$ cat src/rtl/tcz_pkg.sv
// ----------------------------------------------------------------------------
// tcz_pkg: shared types and constants of the touch to CV zone mapper
// Command codes, register indexes, reciprocal constants and the result record.
// ----------------------------------------------------------------------------
package tcz_pkg;

    // datapath command codes
    localparam logic [3:0] OP_NONE  = 4'd0;
    localparam logic [3:0] OP_LOAD  = 4'd1;
    localparam logic [3:0] OP_ZS    = 4'd2;
    localparam logic [3:0] OP_YL    = 4'd3;
    localparam logic [3:0] OP_XL    = 4'd4;
    localparam logic [3:0] OP_SQRT  = 4'd5;
    localparam logic [3:0] OP_ZL    = 4'd6;
    localparam logic [3:0] OP_GL1   = 4'd7;
    localparam logic [3:0] OP_GL2   = 4'd8;
    localparam logic [3:0] OP_PITCH = 4'd9;
    localparam logic [3:0] OP_REL   = 4'd10;
    localparam logic [3:0] OP_MAIN  = 4'd11;

    // configuration register indexes
    localparam logic [1:0] REG_LAYOUT    = 2'd0;
    localparam logic [1:0] REG_QUANT     = 2'd1;
    localparam logic [1:0] REG_OCTAVE    = 2'd2;
    localparam logic [1:0] REG_PRESS_OFS = 2'd3;

    // reciprocals: n/d = (n*M) >> 24 (>> 26 for fifteen), exact over the used range
    localparam logic [22:0] M_DIV3  = 23'd5592406;
    localparam logic [22:0] M_DIV5  = 23'd3355444;
    localparam logic [22:0] M_DIV9  = 23'd1864136;
    localparam logic [22:0] M_DIV15 = 23'd4473925;

    // key boundaries in Q5.11
    localparam logic [15:0] KEY_2  = 16'd4096;
    localparam logic [15:0] KEY_12 = 16'd24576;
    localparam logic [15:0] KEY_28 = 16'd57344;

    typedef struct packed {
        logic [3:0] op;
    } cmd_t;

    typedef struct packed {
        logic sqrt_last;
        logic rel_need;
        logic main_need;
        logic out_free;
    } sts_t;

    typedef struct packed {
        logic [1:0]  gate_line;
        logic        gate_level;
        logic        pitch_valid;
        logic [2:0]  pitch_channel;
        logic [15:0] pitch_level;
        logic [2:0]  y_channel;
        logic [15:0] y_level;
        logic [15:0] z_level;
        logic        x_valid;
        logic [15:0] x_level;
        logic        release_flag;
        logic        last;
    } res_t;

endpackage

$ cat src/rtl/tcz_ctrl.sv
// ----------------------------------------------------------------------------
// tcz_ctrl: sequencer of the touch to CV zone mapper
// Steps the datapath through one event and issues its result transfers.
// ----------------------------------------------------------------------------
module tcz_ctrl
(
    input  logic              clk,
    input  logic              rst_n,
    input  logic              s_tvalid,
    output logic              s_tready,
    input  tcz_pkg::sts_t     sts,
    output tcz_pkg::cmd_t     cmd
);

    localparam logic [3:0] ST_IDLE  = 4'd0;
    localparam logic [3:0] ST_ZS    = 4'd1;
    localparam logic [3:0] ST_YL    = 4'd2;
    localparam logic [3:0] ST_XL    = 4'd3;
    localparam logic [3:0] ST_SQRT  = 4'd4;
    localparam logic [3:0] ST_ZL    = 4'd5;
    localparam logic [3:0] ST_GL1   = 4'd6;
    localparam logic [3:0] ST_GL2   = 4'd7;
    localparam logic [3:0] ST_PITCH = 4'd8;
    localparam logic [3:0] ST_REL   = 4'd9;
    localparam logic [3:0] ST_MAIN  = 4'd10;

    logic [3:0] state_reg;
    logic [3:0] state_next;

    assign s_tready = (state_reg == ST_IDLE);

    // next state and command
    always_comb
    begin
        state_next = state_reg;
        cmd.op     = tcz_pkg::OP_NONE;
        unique case (state_reg)
            ST_IDLE:
            begin
                if (s_tvalid)
                begin
                    cmd.op     = tcz_pkg::OP_LOAD;
                    state_next = ST_ZS;
                end
            end
            ST_ZS:
            begin
                cmd.op     = tcz_pkg::OP_ZS;
                state_next = ST_YL;
            end
            ST_YL:
            begin
                cmd.op     = tcz_pkg::OP_YL;
                state_next = ST_XL;
            end
            ST_XL:
            begin
                cmd.op     = tcz_pkg::OP_XL;
                state_next = ST_SQRT;
            end
            ST_SQRT:
            begin
                cmd.op = tcz_pkg::OP_SQRT;
                if (sts.sqrt_last)
                    state_next = ST_ZL;
            end
            ST_ZL:
            begin
                cmd.op     = tcz_pkg::OP_ZL;
                state_next = ST_GL1;
            end
            ST_GL1:
            begin
                cmd.op     = tcz_pkg::OP_GL1;
                state_next = ST_GL2;
            end
            ST_GL2:
            begin
                cmd.op     = tcz_pkg::OP_GL2;
                state_next = ST_PITCH;
            end
            ST_PITCH:
            begin
                cmd.op = tcz_pkg::OP_PITCH;
                if (sts.rel_need)
                    state_next = ST_REL;
                else if (sts.main_need)
                    state_next = ST_MAIN;
                else
                    state_next = ST_IDLE;
            end
            ST_REL:
            begin
                if (sts.out_free)
                begin
                    cmd.op     = tcz_pkg::OP_REL;
                    state_next = sts.main_need ? ST_MAIN : ST_IDLE;
                end
            end
            ST_MAIN:
            begin
                if (sts.out_free)
                begin
                    cmd.op     = tcz_pkg::OP_MAIN;
                    state_next = ST_IDLE;
                end
            end
            default:
            begin
                state_next = ST_IDLE;
            end
        endcase
    end

    always_ff @(posedge clk or negedge rst_n)
    begin
        if (!rst_n)
            state_reg <= ST_IDLE;
        else
            state_reg <= state_next;
    end

endmodule

$ cat src/rtl/tcz_dp.sv
// ----------------------------------------------------------------------------
// tcz_dp: datapath of the touch to CV zone mapper
// Configuration, per-touch state, shared multiplier, square root and result
// register, all stepped by commands from the sequencer.
// ----------------------------------------------------------------------------
module tcz_dp
#(
    parameter int TOUCH_COUNT = 4
)
(
    input  logic              clk,
    input  logic              rst_n,
    input  tcz_pkg::cmd_t     cmd,
    output tcz_pkg::sts_t     sts,
    input  logic [1:0]        touch_id,
    input  logic              touch_active,
    input  logic [15:0]       x_position,
    input  logic [15:0]       y_position,
    input  logic [15:0]       pressure_raw,
    input  logic              cfg_valid,
    output logic              cfg_ready,
    input  logic [1:0]        cfg_index,
    input  logic [15:0]       cfg_data,
    output tcz_pkg::res_t     res,
    output logic              res_valid,
    input  logic              res_ready
);

    localparam int IW = (TOUCH_COUNT > 1) ? $clog2(TOUCH_COUNT) : 1;
    localparam int EW = (IW > 2) ? IW : 2;

    typedef struct packed {
        logic [1:0] line;
        logic       pv;
        logic [2:0] ch;
        logic [2:0] ych;
        logic       xv;
        logic       offm1;
    } route_t;

    // output routing of a zone under the current layout
    function automatic route_t route(input logic split, input logic quad,
                                     input logic [1:0] zone);
        route_t r;
        r = '{line: 2'd0, pv: 1'b1, ch: 3'd0, ych: 3'd1, xv: 1'b1, offm1: 1'b0};
        if (quad)
        begin
            r.xv = 1'b0;
            case (zone)
                2'd0:    begin r.line = 2'd1; r.pv = 1'b0; r.ych = 3'd3; end
                2'd1:    begin r.offm1 = 1'b1; end
                2'd2:    begin r.line = 2'd2; r.ch = 3'd4; r.ych = 3'd5; end
                default: begin r.line = 2'd3; r.pv = 1'b0; r.ych = 3'd7; end
            endcase
        end
        else if (split && zone != 2'd0)
        begin
            r.line = 2'd2;
            r.ch   = 3'd4;
            r.ych  = 3'd5;
        end
        return r;
    endfunction

    function automatic logic signed [19:0] sat20(input logic signed [34:0] v);
        if (v > 35'sd524287)
            return 20'sh7FFFF;
        else if (v < -35'sd524288)
            return 20'sh80000;
        return v[19:0];
    endfunction

    // configuration
    logic [2:0]  layout_reg;
    logic [1:0]  quant_reg;
    logic [3:0]  octave_reg;
    logic [15:0] pofs_reg;

    // per-touch state
    logic               held_active [TOUCH_COUNT];
    logic [1:0]         held_zone   [TOUCH_COUNT];
    logic signed [19:0] held_pitch  [TOUCH_COUNT];
    logic signed [19:0] scale_trk   [TOUCH_COUNT];
    logic signed [19:0] vib_trk     [TOUCH_COUNT];
    logic [15:0]        held_y      [TOUCH_COUNT];
    logic [15:0]        held_x      [TOUCH_COUNT];

    // event registers
    logic [1:0]         id_reg;
    logic               act_reg;
    logic [15:0]        x_reg;
    logic [15:0]        y_reg;
    logic [15:0]        zr_reg;
    logic [1:0]         zone_reg;
    logic signed [19:0] raw_reg;
    logic [15:0]        xl_reg;
    logic               xdiv_reg;
    logic [21:0]        xnum_reg;
    logic [22:0]        xm_reg;
    logic               edge_reg;
    logic               ha_reg;
    logic               rel_need_reg;
    logic               main_need_reg;
    logic [15:0]        zs_reg;
    logic [15:0]        yl_reg;
    logic [15:0]        zl_reg;
    logic [31:0]        rad_reg;
    logic [18:0]        rem_reg;
    logic [15:0]        root_reg;
    logic [3:0]         cnt_reg;
    logic signed [32:0] sdp_reg;
    logic signed [19:0] p_reg;
    logic signed [19:0] scn_reg;
    logic signed [19:0] vbn_reg;
    tcz_pkg::res_t      res_reg;
    logic               res_valid_reg;

    // decoded mode
    logic       is_split;
    logic       is_quad;
    logic       fourths;
    logic [1:0] q_eff;
    logic [EW-1:0] id_wide;
    logic [IW-1:0] idx;
    logic          idok;

    assign is_split = (layout_reg == 3'd1) || (layout_reg == 3'd4);
    assign is_quad  = (layout_reg == 3'd2);
    assign fourths  = (layout_reg == 3'd3) || (layout_reg == 3'd4);
    assign q_eff    = (quant_reg == 2'd3) ? 2'd0 : quant_reg;
    assign id_wide  = EW'(id_reg);
    assign idx      = id_wide[IW-1:0];
    assign idok     = (32'(id_reg) < 32'(TOUCH_COUNT));

    // zone split and x conditioning
    logic [16:0]        add_c;
    logic [15:0]        d_lo;
    logic [15:0]        d_hi;
    logic [1:0]         zone_c;
    logic signed [19:0] raw_c;
    logic [15:0]        xl_c;
    logic               xdiv_c;
    logic [21:0]        xnum_c;
    logic [22:0]        xm_c;
    logic               edge_c;
    logic               ha_c;

    assign add_c = fourths ? 17'(y_reg[15:13]) * 17'd10240 : 17'd0;
    assign d_lo  = x_reg - tcz_pkg::KEY_2;
    assign d_hi  = x_reg - tcz_pkg::KEY_12;

    always_comb
    begin
        zone_c = 2'd0;
        raw_c  = '0;
        xl_c   = 16'd0;
        xdiv_c = 1'b0;
        xnum_c = 22'd0;
        xm_c   = tcz_pkg::M_DIV3;
        if (is_quad)
        begin
            if (x_reg < tcz_pkg::KEY_2)
                zone_c = 2'd0;
            else if (x_reg < tcz_pkg::KEY_12)
            begin
                zone_c = 2'd1;
                raw_c  = 20'(d_lo);
                xnum_c = {2'b00, d_lo, 4'b0000} + 22'd2;
                xm_c   = tcz_pkg::M_DIV5;
                xdiv_c = 1'b1;
            end
            else if (x_reg < tcz_pkg::KEY_28)
            begin
                zone_c = 2'd2;
                raw_c  = 20'(d_hi);
                xl_c   = d_hi[15] ? 16'hFFFF : {d_hi[14:0], 1'b0};
            end
            else
                zone_c = 2'd3;
        end
        else if (is_split && x_reg >= tcz_pkg::KEY_12)
        begin
            zone_c = 2'd1;
            raw_c  = 20'(d_hi) + 20'(add_c);
            xnum_c = {2'b00, d_hi, 4'b0000} + 22'd4;
            xm_c   = tcz_pkg::M_DIV9;
            xdiv_c = 1'b1;
        end
        else if (is_split)
        begin
            raw_c  = 20'(x_reg) + 20'(add_c);
            xnum_c = {3'b000, x_reg, 3'b000} + 22'd1;
            xdiv_c = 1'b1;
        end
        else
        begin
            raw_c = 20'(x_reg) + 20'(add_c);
            xl_c  = (x_reg > 16'd2047) ? 16'hFFFF : {x_reg[10:0], 5'b00000};
        end
    end

    assign edge_c = is_quad && (zone_c == 2'd0 || zone_c == 2'd3);
    assign ha_c   = idok && held_active[idx];

    // routing and pitch CV
    route_t             rt_rel;
    route_t             rt_main;
    logic signed [19:0] cv_p;
    logic               cv_offm1;
    logic [7:0]         oct12;
    logic signed [9:0]  cv_base;
    logic signed [22:0] cv_t;
    logic               cv_pos;
    logic [21:0]        cv_n;

    assign rt_rel   = route(is_split, is_quad, held_zone[idx]);
    assign rt_main  = route(is_split, is_quad, zone_reg);
    assign cv_p     = (cmd.op == tcz_pkg::OP_REL) ? held_pitch[idx] : p_reg;
    assign cv_offm1 = (cmd.op == tcz_pkg::OP_REL) ? rt_rel.offm1 : rt_main.offm1;
    assign oct12    = 8'({4'b0000, octave_reg} * 8'd12);
    assign cv_base  = $signed({2'b00, oct12}) - (cv_offm1 ? 10'sd1 : 10'sd3);
    assign cv_t     = {{3{cv_p[19]}}, cv_p} + {{2{cv_base[9]}}, cv_base, 11'b0};
    assign cv_pos   = !cv_t[22] && (cv_t != 23'sd0);
    assign cv_n     = {cv_t[19:0], 2'b00} + 22'd7;

    // shared multiplier
    logic [21:0] mul_a;
    logic [22:0] mul_b;
    logic [44:0] prod;

    always_comb
    begin
        case (cmd.op)
            tcz_pkg::OP_ZS:
            begin
                mul_a = {5'b0, zr_reg, 1'b0} + 22'(zr_reg) + 22'd2;
                mul_b = tcz_pkg::M_DIV5;
            end
            tcz_pkg::OP_YL:
            begin
                mul_a = {3'b000, y_reg, 3'b000} + 22'd2;
                mul_b = tcz_pkg::M_DIV5;
            end
            tcz_pkg::OP_XL:
            begin
                mul_a = xnum_reg;
                mul_b = xm_reg;
            end
            tcz_pkg::OP_ZL:
            begin
                mul_a = 22'(root_reg);
                mul_b = 23'(17'h10000 - 17'(pofs_reg));
            end
            default:
            begin
                mul_a = cv_n;
                mul_b = tcz_pkg::M_DIV15;
            end
        endcase
    end

    assign prod = 45'(mul_a) * 45'(mul_b);

    logic [15:0] div24_sat;
    logic [15:0] cv_lvl;

    assign div24_sat = (|prod[44:40]) ? 16'hFFFF : prod[39:24];
    assign cv_lvl    = !cv_pos ? 16'd0 : ((|prod[44:42]) ? 16'hFFFF : prod[41:26]);

    // square root step, two radicand bits a cycle
    logic [18:0] rem_sh;
    logic [18:0] trial;

    assign rem_sh = {rem_reg[16:0], rad_reg[31:30]};
    assign trial  = {1'b0, root_reg, 2'b01};

    // glide arithmetic
    logic signed [19:0] quant_c;
    logic signed [19:0] plain_c;
    logic signed [20:0] vd;
    logic signed [21:0] vstep;
    logic signed [20:0] sd;
    logic signed [32:0] scs;
    logic signed [20:0] pd;
    logic signed [19:0] p_glide;
    logic signed [19:0] p_direct;

    assign quant_c  = {raw_reg[19:11], 11'b0};
    assign plain_c  = raw_reg - 20'sd1024;
    assign vd       = {raw_reg[19], raw_reg} - {vib_trk[idx][19], vib_trk[idx]};
    assign vstep    = ($signed({vd[20], vd}) + 22'sd2) >>> 2;
    assign sd       = {quant_c[19], quant_c} - {scale_trk[idx][19], scale_trk[idx]};
    assign scs      = (sdp_reg + 33'sd32768) >>> 16;
    assign pd       = {raw_reg[19], raw_reg} - {vbn_reg[19], vbn_reg};
    assign p_glide  = sat20(35'(scn_reg) + 35'(pd) * 35'sd5);
    assign p_direct = (q_eff != 2'd0) ? quant_c : plain_c;

    // configuration writes
    assign cfg_ready = 1'b1;

    always_ff @(posedge clk or negedge rst_n)
    begin
        if (!rst_n)
        begin
            layout_reg <= 3'd0;
            quant_reg  <= 2'd1;
            octave_reg <= 4'd5;
            pofs_reg   <= 16'h8000;
        end
        else if (cfg_valid)
        begin
            unique case (cfg_index)
                tcz_pkg::REG_LAYOUT:    layout_reg <= cfg_data[2:0];
                tcz_pkg::REG_QUANT:     quant_reg  <= cfg_data[1:0];
                tcz_pkg::REG_OCTAVE:    octave_reg <= cfg_data[3:0];
                tcz_pkg::REG_PRESS_OFS: pofs_reg   <= cfg_data;
                default:                layout_reg <= layout_reg;
            endcase
        end
    end

    // event datapath
    always_ff @(posedge clk)
    begin
        case (cmd.op)
            tcz_pkg::OP_LOAD:
            begin
                id_reg  <= touch_id;
                act_reg <= touch_active;
                x_reg   <= x_position;
                y_reg   <= y_position;
                zr_reg  <= touch_active ? pressure_raw : 16'd0;
            end
            tcz_pkg::OP_ZS:
            begin
                zs_reg        <= prod[39:24];
                zone_reg      <= zone_c;
                raw_reg       <= raw_c;
                xl_reg        <= xl_c;
                xdiv_reg      <= xdiv_c;
                xnum_reg      <= xnum_c;
                xm_reg        <= xm_c;
                edge_reg      <= edge_c;
                ha_reg        <= ha_c;
                rel_need_reg  <= idok && (is_split || is_quad) && ha_c
                                 && (held_zone[idx] != zone_c);
                main_need_reg <= idok && (edge_c || act_reg || ha_c);
            end
            tcz_pkg::OP_YL:
            begin
                yl_reg   <= fourths ? {y_reg[12:0], 3'b000} : div24_sat;
                rad_reg  <= {zs_reg, 16'h0000};
                rem_reg  <= 19'd0;
                root_reg <= 16'd0;
                cnt_reg  <= 4'd0;
            end
            tcz_pkg::OP_XL:
            begin
                if (xdiv_reg)
                    xl_reg <= div24_sat;
            end
            tcz_pkg::OP_SQRT:
            begin
                rad_reg <= {rad_reg[29:0], 2'b00};
                cnt_reg <= cnt_reg + 4'd1;
                if (rem_sh >= trial)
                begin
                    rem_reg  <= rem_sh - trial;
                    root_reg <= {root_reg[14:0], 1'b1};
                end
                else
                begin
                    rem_reg  <= rem_sh;
                    root_reg <= {root_reg[14:0], 1'b0};
                end
            end
            tcz_pkg::OP_ZL:
            begin
                zl_reg <= pofs_reg + prod[31:16];
            end
            tcz_pkg::OP_GL1:
            begin
                vbn_reg <= sat20(35'(vib_trk[idx]) + 35'(vstep));
                sdp_reg <= 33'(sd) * 33'sd1638;
            end
            tcz_pkg::OP_GL2:
            begin
                scn_reg <= sat20(35'(scale_trk[idx]) + 35'(scs));
            end
            tcz_pkg::OP_PITCH:
            begin
                if (act_reg && ha_reg && q_eff == 2'd1)
                    p_reg <= p_glide;
                else if (act_reg)
                begin
                    p_reg   <= p_direct;
                    scn_reg <= p_direct;
                    vbn_reg <= p_direct;
                end
                else
                begin
                    p_reg   <= p_direct;
                    scn_reg <= 20'sd0;
                    vbn_reg <= 20'sd0;
                end
            end
            default:
            begin
            end
        endcase
    end

    // per-touch state update on the main result
    always_ff @(posedge clk or negedge rst_n)
    begin
        if (!rst_n)
        begin
            for (int i = 0; i < TOUCH_COUNT; i++)
            begin
                held_active[i] <= 1'b0;
                held_zone[i]   <= 2'd0;
                held_pitch[i]  <= 20'sd0;
                scale_trk[i]   <= 20'sd0;
                vib_trk[i]     <= 20'sd0;
                held_y[i]      <= 16'd0;
                held_x[i]      <= 16'd0;
            end
        end
        else if (cmd.op == tcz_pkg::OP_MAIN && !edge_reg)
        begin
            held_active[idx] <= act_reg;
            held_zone[idx]   <= zone_reg;
            held_pitch[idx]  <= p_reg;
            scale_trk[idx]   <= scn_reg;
            vib_trk[idx]     <= vbn_reg;
            held_y[idx]      <= yl_reg;
            held_x[idx]      <= xl_reg;
        end
    end

    // result register
    always_ff @(posedge clk or negedge rst_n)
    begin
        if (!rst_n)
            res_valid_reg <= 1'b0;
        else if (cmd.op == tcz_pkg::OP_REL || cmd.op == tcz_pkg::OP_MAIN)
            res_valid_reg <= 1'b1;
        else if (res_ready)
            res_valid_reg <= 1'b0;
    end

    always_ff @(posedge clk)
    begin
        if (cmd.op == tcz_pkg::OP_REL)
        begin
            res_reg.gate_line     <= rt_rel.line;
            res_reg.gate_level    <= 1'b0;
            res_reg.pitch_valid   <= rt_rel.pv;
            res_reg.pitch_channel <= rt_rel.pv ? rt_rel.ch : 3'd0;
            res_reg.pitch_level   <= rt_rel.pv ? cv_lvl : 16'd0;
            res_reg.y_channel     <= rt_rel.ych;
            res_reg.y_level       <= held_y[idx];
            res_reg.z_level       <= 16'd0;
            res_reg.x_valid       <= rt_rel.xv;
            res_reg.x_level       <= rt_rel.xv ? held_x[idx] : 16'd0;
            res_reg.release_flag  <= 1'b1;
            res_reg.last          <= !main_need_reg;
        end
        else if (cmd.op == tcz_pkg::OP_MAIN)
        begin
            res_reg.gate_line     <= rt_main.line;
            res_reg.gate_level    <= act_reg;
            res_reg.pitch_valid   <= rt_main.pv;
            res_reg.pitch_channel <= rt_main.pv ? rt_main.ch : 3'd0;
            res_reg.pitch_level   <= rt_main.pv ? cv_lvl : 16'd0;
            res_reg.y_channel     <= rt_main.ych;
            res_reg.y_level       <= yl_reg;
            res_reg.z_level       <= rt_main.pv ? zl_reg : 16'd0;
            res_reg.x_valid       <= rt_main.xv;
            res_reg.x_level       <= rt_main.xv ? xl_reg : 16'd0;
            res_reg.release_flag  <= 1'b0;
            res_reg.last          <= 1'b1;
        end
    end

    assign res       = res_reg;
    assign res_valid = res_valid_reg;

    assign sts.sqrt_last = (cnt_reg == 4'd15);
    assign sts.rel_need  = rel_need_reg;
    assign sts.main_need = main_need_reg;
    assign sts.out_free  = !res_valid_reg || res_ready;

endmodule

$ cat src/rtl/touch_to_cv_zone_mapper_top.sv
// ----------------------------------------------------------------------------
// touch_to_cv_zone_mapper_top: touch events to gate and CV levels
// Splits touches into zones, conditions pressure, y and x, and runs pitch
// through none, glide or full quantize before scaling it to a CV level.
// ----------------------------------------------------------------------------
// Usage:
//  - Slave stream carries one touch event per transfer; master stream carries
//    zero, one or two results per event, tlast on the final one. A zone
//    change of a held touch first sends a release result (tuser set).
//  - Config writes (cfg_valid/cfg_index/cfg_data) are taken at any time and
//    must only be issued while the block is idle.
//  - One event occupies the block through its load, zone, y, x, square root,
//    pressure, glide and pitch steps to its first result, the root being the
//    longest; a release adds a step. s_tready rises again once the final
//    result is in the output register, so the next event overlaps its delivery.
//  - With the master stream stalled, the output register holds its result
//    and the sequencer waits before loading the next one.
//  - Reset clears all tracked touches and loads layout single, glide mode,
//    octave shift 5 and a pressure offset of one half.
//  - Touch ids at or above TOUCH_COUNT are taken and dropped.
// ----------------------------------------------------------------------------
module touch_to_cv_zone_mapper_top
#(
    parameter int TOUCH_COUNT = 4
)
(
    input  logic        clk,
    input  logic        rst_n,
    // event stream
    input  logic        s_tvalid,
    output logic        s_tready,
    input  logic [55:0] s_tdata,   // touch_id, x_position, y_position, pressure_raw
    input  logic        s_tuser,   // touch_active
    // result stream
    output logic        m_tvalid,
    input  logic        m_tready,
    output logic [79:0] m_tdata,   // gate_line, gate_level, pitch_valid, pitch_channel,
                                   // pitch_level, y_channel, y_level, z_level,
                                   // x_valid, x_level
    output logic        m_tuser,   // release_flag
    output logic        m_tlast,
    // configuration writes
    input  logic        cfg_valid,
    output logic        cfg_ready,
    input  logic [1:0]  cfg_index,
    input  logic [15:0] cfg_data
);

    tcz_pkg::cmd_t cmd;
    tcz_pkg::sts_t sts;
    tcz_pkg::res_t res;

    tcz_ctrl u_ctrl
    (
        .clk      (clk),
        .rst_n    (rst_n),
        .s_tvalid (s_tvalid),
        .s_tready (s_tready),
        .sts      (sts),
        .cmd      (cmd)
    );

    tcz_dp #(.TOUCH_COUNT(TOUCH_COUNT)) u_dp
    (
        .clk          (clk),
        .rst_n        (rst_n),
        .cmd          (cmd),
        .sts          (sts),
        .touch_id     (s_tdata[1:0]),
        .touch_active (s_tuser),
        .x_position   (s_tdata[17:2]),
        .y_position   (s_tdata[33:18]),
        .pressure_raw (s_tdata[49:34]),
        .cfg_valid    (cfg_valid),
        .cfg_ready    (cfg_ready),
        .cfg_index    (cfg_index),
        .cfg_data     (cfg_data),
        .res          (res),
        .res_valid    (m_tvalid),
        .res_ready    (m_tready)
    );

    // pack result fields, lowest first
    assign m_tdata = {5'b00000, res.x_level, res.x_valid, res.z_level, res.y_level,
                      res.y_channel, res.pitch_level, res.pitch_channel,
                      res.pitch_valid, res.gate_level, res.gate_line};
    assign m_tuser = res.release_flag;
    assign m_tlast = res.last;

endmodule
$ cat config.mk
export PLATFORM = sky130hd
export DESIGN_NAME = touch_to_cv_zone_mapper_top
export DESIGN_NICKNAME = d
export VERILOG_FILES = /design/src/rtl/tcz_pkg.sv /design/src/rtl/tcz_ctrl.sv /design/src/rtl/tcz_dp.sv /design/src/rtl/touch_to_cv_zone_mapper_top.sv
export SDC_FILE = /design/constraint.sdc
export NUM_CORES = 2
export LEC_CHECK = 0
export BUFFER_PORTS_ARGS = -buffer_cell sky130_fd_sc_hd__buf_4
export CELL_PAD_IN_SITES_DETAIL_PLACEMENT = 0
export CELL_PAD_IN_SITES_GLOBAL_PLACEMENT = 1
export CORE_MARGIN = 8
export CORE_UTILIZATION = 52
export DETAILED_ROUTE_END_ITERATION = 8
export GPL_TIMING_DRIVEN = 0
export PLACE_DENSITY = 0.86
export RECOVER_POWER = 50
export SYNTH_ARGS = -nofsm -noshare
export SYNTH_HDL_FRONTEND = slang
export SYNTH_SLANG_ARGS = --single-unit
$ cat constraint.sdc
create_clock -name clk -period 15.6 [get_ports clk]
set_clock_uncertainty 0.2 [all_clocks]
set_input_delay 0.78 -clock clk [delete_from_list [all_inputs] [get_ports clk]]
set_output_delay 0.78 -clock clk [all_outputs]
set_load 0.01 [all_outputs]
Word level (Yosys, flattened, before mapping) --
Cells that the tools add are included. Widths: inputs -> output; s select.
Operators by class: magnitude comparators 14, multiplexer cells 154, equal/unequal tests 43, multipliers 5, $add $sub $neg 26, bitwise logic cells 1, reductions and logical operators 51
Operator list (number):
- $mux 20 | 25
- $mux 16 | 24
- $bwmux 80 | 3
- $mux 77 | 2
- $bwmux 64 | 2
- $bmux 20 s2 | 3
- $mux 22 | 5
- $gt 35x20->1 const B | 3
- $lt 35x20->1 const B | 3
- $mux 23 | 4
- $pmux 22 s4 | 1
- $pmux 4 s11 | 2
- $pmux 20 s2 | 2
- $pmux 23 s3 | 1
- $bmux 16 s2 | 2
- $pmux 16 s2 | 2
- $pmux 32 s2 | 1
- $sub 20x20->21 | 3
- $mul 22x23->45 | 1
- $demux 20 s2 | 1
- $add 16x17->18 | 2
- $mux 17 | 2
- $pmux 17 s2 | 1
- $add 33x17->33 const B | 1
- 72 further kinds | 198
Storage, ports and cells: bits of input ports 80, output and inout bits 85, logic and storage cells 367, register bits 835

Logic depth before layout (Yosys ltp) --
depth after elaboration 20, mapped depth 47, gate-level depth less buffers 45

By module --
Synthesis repeated with hierarchy kept, for this count alone.
Unflattened totals: cell total of the unflattened synthesis 5900, area, all modules 62642.6 um^2
By module, submodules not included:
- tcz_dp | area an instance 62247.2 um^2, cells each 5846, times used 1, seq. area each 21065.2 um^2
- tcz_ctrl | area an instance 354.1 um^2, cells each 48, times used 1, seq. area each 100.1 um^2
- touch_to_cv_zone_mapper_top | area an instance 41.3 um^2, cells each 6, times used 1, seq. area each 0.0 um^2

Worst setup path after synthesis --
OpenSTA, ideal clock, no wires.
path kind flip-flop to flip-flop, start point reg u_dp.id_reg[0], end point reg u_dp.yl_reg[11], data pin, arrival 11606 ps, cell stages (with the launch flop) 44, buffers on the path 7, setup slack 3512 ps, data required time 15118 ps, cells stage by stage edfxtp_1 > buf_6 > buf_12 > buf_2 > clkbuf_1 > buf_1 > buf_1 > mux4_2 > nand2_1 > nand2_1 > ha_1 > nand2_1 > nor4_1 > a221o_1 > o21a_1 > o21ai_0 > a21boi_0 > or4_1 > [... 8 more ...] > fa_1 > fa_1 > inv_1 > fa_1 > inv_1 > ha_1 > and2_1 > a221oi_1 > a21oi_1 > o211ai_1 > o221a_2 > o21ai_1 > a311oi_1 > o21ai_0 > xor2_1 > nor2_2 > buf_2 > a41oi_1
On the way: cells in the longest elaborated chain, start to end 17
Ends and longest elaborated chain:
- from (decl) | line tcz_dp.sv:89 | logic [1:0] id_reg;
- from (signal assigned) | line tcz_dp.sv:328 | id_reg <= touch_id;
- $not 2->3 (not written as such) (*) | line tcz_dp.sv:216, tcz_dp.sv:218
- $bmux 2 s2 | line tcz_dp.sv:216 | assign rt_rel = route(is_split, is_quad, held_zone[idx]);
- $mux 2 (not written as such) (2 in a row) | line tcz_dp.sv:216
- $eq 2x1->1 | line tcz_dp.sv:49 | case (zone)
- $mux 1 | line tcz_dp.sv:49
- $mux 2 | line tcz_dp.sv:46 | if (quad)
- $mux 1 | line tcz_dp.sv:219 | assign cv_offm1 = (cmd.op == tcz_pkg::OP_REL) ? rt_rel.offm1 : rt_main.offm1;
- $mux 2 | line tcz_dp.sv:221 | assign cv_base = $signed({2'b00, oct12}) - (cv_offm1 ? 10'sd1 : 10'sd3);
- $sub 8x2->9 | line tcz_dp.sv:221
- $add 20x21->22 (*) | line tcz_dp.sv:222 | assign cv_t = {{3{cv_p[19]}}, cv_p} + {{2{cv_base[9]}}, cv_base, 11'b0};
- $add 22x3->22 (*) | line tcz_dp.sv:224 | assign cv_n = {cv_t[19:0], 2'b00} + 22'd7;
- $pmux 22 s4 (*) | line tcz_dp.sv:233 | case (cmd.op)
- $mul 22x23->45 (*) | line tcz_dp.sv:262 | assign prod = 45'(mul_a) * 45'(mul_b);
- $reduce_or 5->1 | line tcz_dp.sv:267 | assign div24_sat = (|prod[44:40]) ? 16'hFFFF : prod[39:24];
- $mux 16 (*) | line tcz_dp.sv:267
- $mux 16 (*) | line tcz_dp.sv:351 | yl_reg <= fourths ? {y_reg[12:0], 3'b000} : div24_sat;
- to (signal assigned) | line tcz_dp.sv:351
- to (decl) | line tcz_dp.sv:105 | logic [15:0] yl_reg;
Every way passes the cells marked *; elsewhere a longest branch is shown, timed or not. The select of a mux whose other input is x is not followed. A chain may end at the register's enable or synchronous reset.

Worst setup path in the final report --
start point reg u_dp.id_reg[1], end point reg u_dp.yl_reg[11], data pin
The elaborated chain is that of the path after synthesis.

==> reports/results.txt <==
Layout cells sized above 1 -> 0.108
Unique masters post-synth -> 102
IO Pins -> 165
Root Buffer -> clkbuf_16
Reg clk slew, reported paths -> 0.06 ns
FILL cells -> 10,400
Synth top area share -> 0.167
Most frequent CP cell -> fa_1
Min-Delay Path Class -> input port to flip-flop
Iteration-0 DRC Markers -> 4,974
DRC Markers -> 0
Area leader, netlist -> edfxtp_1
Status -> finished with violations
Avg WL per Cell -> 25.2 microns
Core area -> 120,000 sq um
First-pass GRT wire length -> 302,000 microns
Die Ht -> 364 microns
Critical path launch point type -> flip-flop
Final wirelength -> 203,000 microns
Cell count after synthesis -> 6,037
RSZ-0062 raised after global routing -> no
Gr usage total -> 0.303
Max Cap Violations -> 10
Async S/R FF share, synth -> 0.526
Number of synthesized flops with an enable pin -> 351
Crit Path Class -> flip-flop to flip-flop
Count of final setup violators -> 0
Rel. slew slack -> -3.12
Post-CTS Setup Bufs -> 0
Detail Route Antenna Nets -> 0
Placed wire-length estimate -> 163,000 microns
Initial antenna violation count -> 11
Syn Area/Cell -> 10.4 sq um
Post-Place Cells -> 7,856
# rows -> 127
Synthesis Warnings -> 0
Max Slew Vio Count -> 621
Slowest CP cell -> clkdlybuf4s15_1
Worst skew pair latency -> 0.75 ns
Commonest cells after routing, fill and taps aside -> 877 x inv_1, 679 x nand2_1, 517 x fa_1, 467 x ha_1, 406 x dfrtp_1
Die width -> 364 microns
Largest regs -> u_dp.held_pitch (80), u_dp.scale_trk (80), u_dp.vib_trk (80)
First-pass iteration count of the detailed router -> 8
Clock Tree Buf Depth -> 3
Full die area -> 133,000 sq um
Netlist Area Pre-Place -> 63,000 sq um
CTS H-Tree Depth -> 3
Final period util -> 0.946
CP Capture Type -> flip-flop
Final hold slack -> 0.0634 ns
PortBufs -> 150
Commonest non-fill, non-tap cell in the layout -> inv_1
Violated checks -> capacitance limit, slew limit
CTS tree -> built
Arr. time, crit path -> 15.02 ns
Largest net degree at the start of global routing -> 117
Fin cells -> 8,031
Core Util, Final -> 0.577
RePlAce Congestion -> 1.01
Main area contributors after synthesis -> edfxtp_1 17%, fa_1 16%, dfrtp_1 16%
Nets -> 7,404
WP data required -> 15.86 ns
Total grt overflow -> 0
Vias -> 47,800
Post-DR vias/cell -> 5.95
Num CTS Buffers -> 88
Max Fanout on Critical Path -> 19
Ys flop type -> dfrtp_1
Reg2Reg Setup Slack -> 0.84 ns
Number of synthesized register bits -> 779
Vias in the first global route -> 47,900
Worst slew pin tran -> 6.17 ns
Area growth, synth to finish -> 10.0%
Post-synthesis sequential area ratio -> 0.336
Initial Util -> 0.525
Tmin final -> 14.76 ns
Fmax -> 0.0677 GHz
Clk sinks -> 779
Peak per-stage delay on the critical path -> 0.77 ns
Final hold vios -> 0
==> worst max-delay path, delay by kind of cell (launching register included) <==
family	cells	cell delay, ns
AOI/OAI and AO/OA	12	3.38
buffers and inverters	9	3.51
DFF	1	0.31
xor gates and xnor gates	2	0.64
adders and majority gates	9	4.44
and+or+nand+nor	9	1.55
muxes	1	0.41
==> layer usage <==
layer / track usage / up-vias / wire, microns
met5: 0 / - / 98
met4: 0.103 / 14 / 7790
met3: 0.0955 / 391 / 23900
met2: 0.455 / 2311 / 88200
met1: 0.417 / 24000 / 82600
li1: - / 21100 / -
==> layout make-up <==
type / instances / area [sq um] / area share
antenna: 3 / 7.51 / 0.000108
buffer: 237 / 1010 / 0.0146
clock buffer: 124 / 2540 / 0.0366
clock inverter: 42 / 485 / 0.00700
inverter: 878 / 3300 / 0.0475
multi-input combinational: 4185 / 37800 / 0.545
sequential: 779 / 21200 / 0.305
tap: 1612 / 2020 / 0.0291
timing repair buffer: 171 / 1040 / 0.0150
==> synthesized netlist by cell type, drive strengths merged (166+ instances only) <==
cell    count
ha        467
dfrtp     406
inv       877
mux2      297
a21oi     222
edfxtp    351
fa        517
nand2     679
o21ai     254
xnor2     166
clkbuf    177
nor2      303
==> logic make-up (layout without fill, tap and decap cells) <==
| kind of cell | Yosys count | count (layout) | share of synthesized area |
|---|---|---|---|
| simple gates | 1511 | 1511 | 0.111 |
| mux | 413 | 413 | 0.0912 |
| buf+inv | 1117 | 1452 | 0.0681 |
| other cells | 2 | 49 | 0.000119 |
| xor+xnor | 262 | 262 | 0.0364 |
| flops | 779 | 779 | 0.336 |
| compound gates | 969 | 969 | 0.101 |
| fa+ha+maj | 984 | 984 | 0.257 |
==> metrics by stage <==
step / TNS (ns) / setup WS (ns) / area, sq um
after global routing: 0 / 0.324 / 69400
after detailed placement: 0 / 0.235 / 66700
after CTS: 0 / 0.204 / 69800
final: 0 / 0.836 / 69400
after floorplan: 0 / 3.51 / 63200
after global placement: -1.67 / -0.462 / 66400
==> final timing paths <==
path	end	cells after the start	start
max	u_dp.yl_reg[11]	42	u_dp.id_reg[1]
min	u_dp.y_reg[14]	1	s_tdata[32]
max reg2reg	u_dp.yl_reg[11]	42	u_dp.id_reg[1]
min reg2reg	u_dp.res[1]	2	u_dp.res[1]
max in group asynchronous	u_dp.pofs_reg[2]	4	rst_n
min in group asynchronous	u_dp.scale_trk[54]	2	rst_n
==> what timing repair did <==
item,4_1_cts,5_1_grt
hold buffers,7,0
hold endpoints to repair,35,0
resized for setup,0,11
endpoints found under the setup margin,0,50
Power is left out: the tool's default activity adds up to more than one toggle a clock period on the data nets, which glitch-free logic cannot reach.
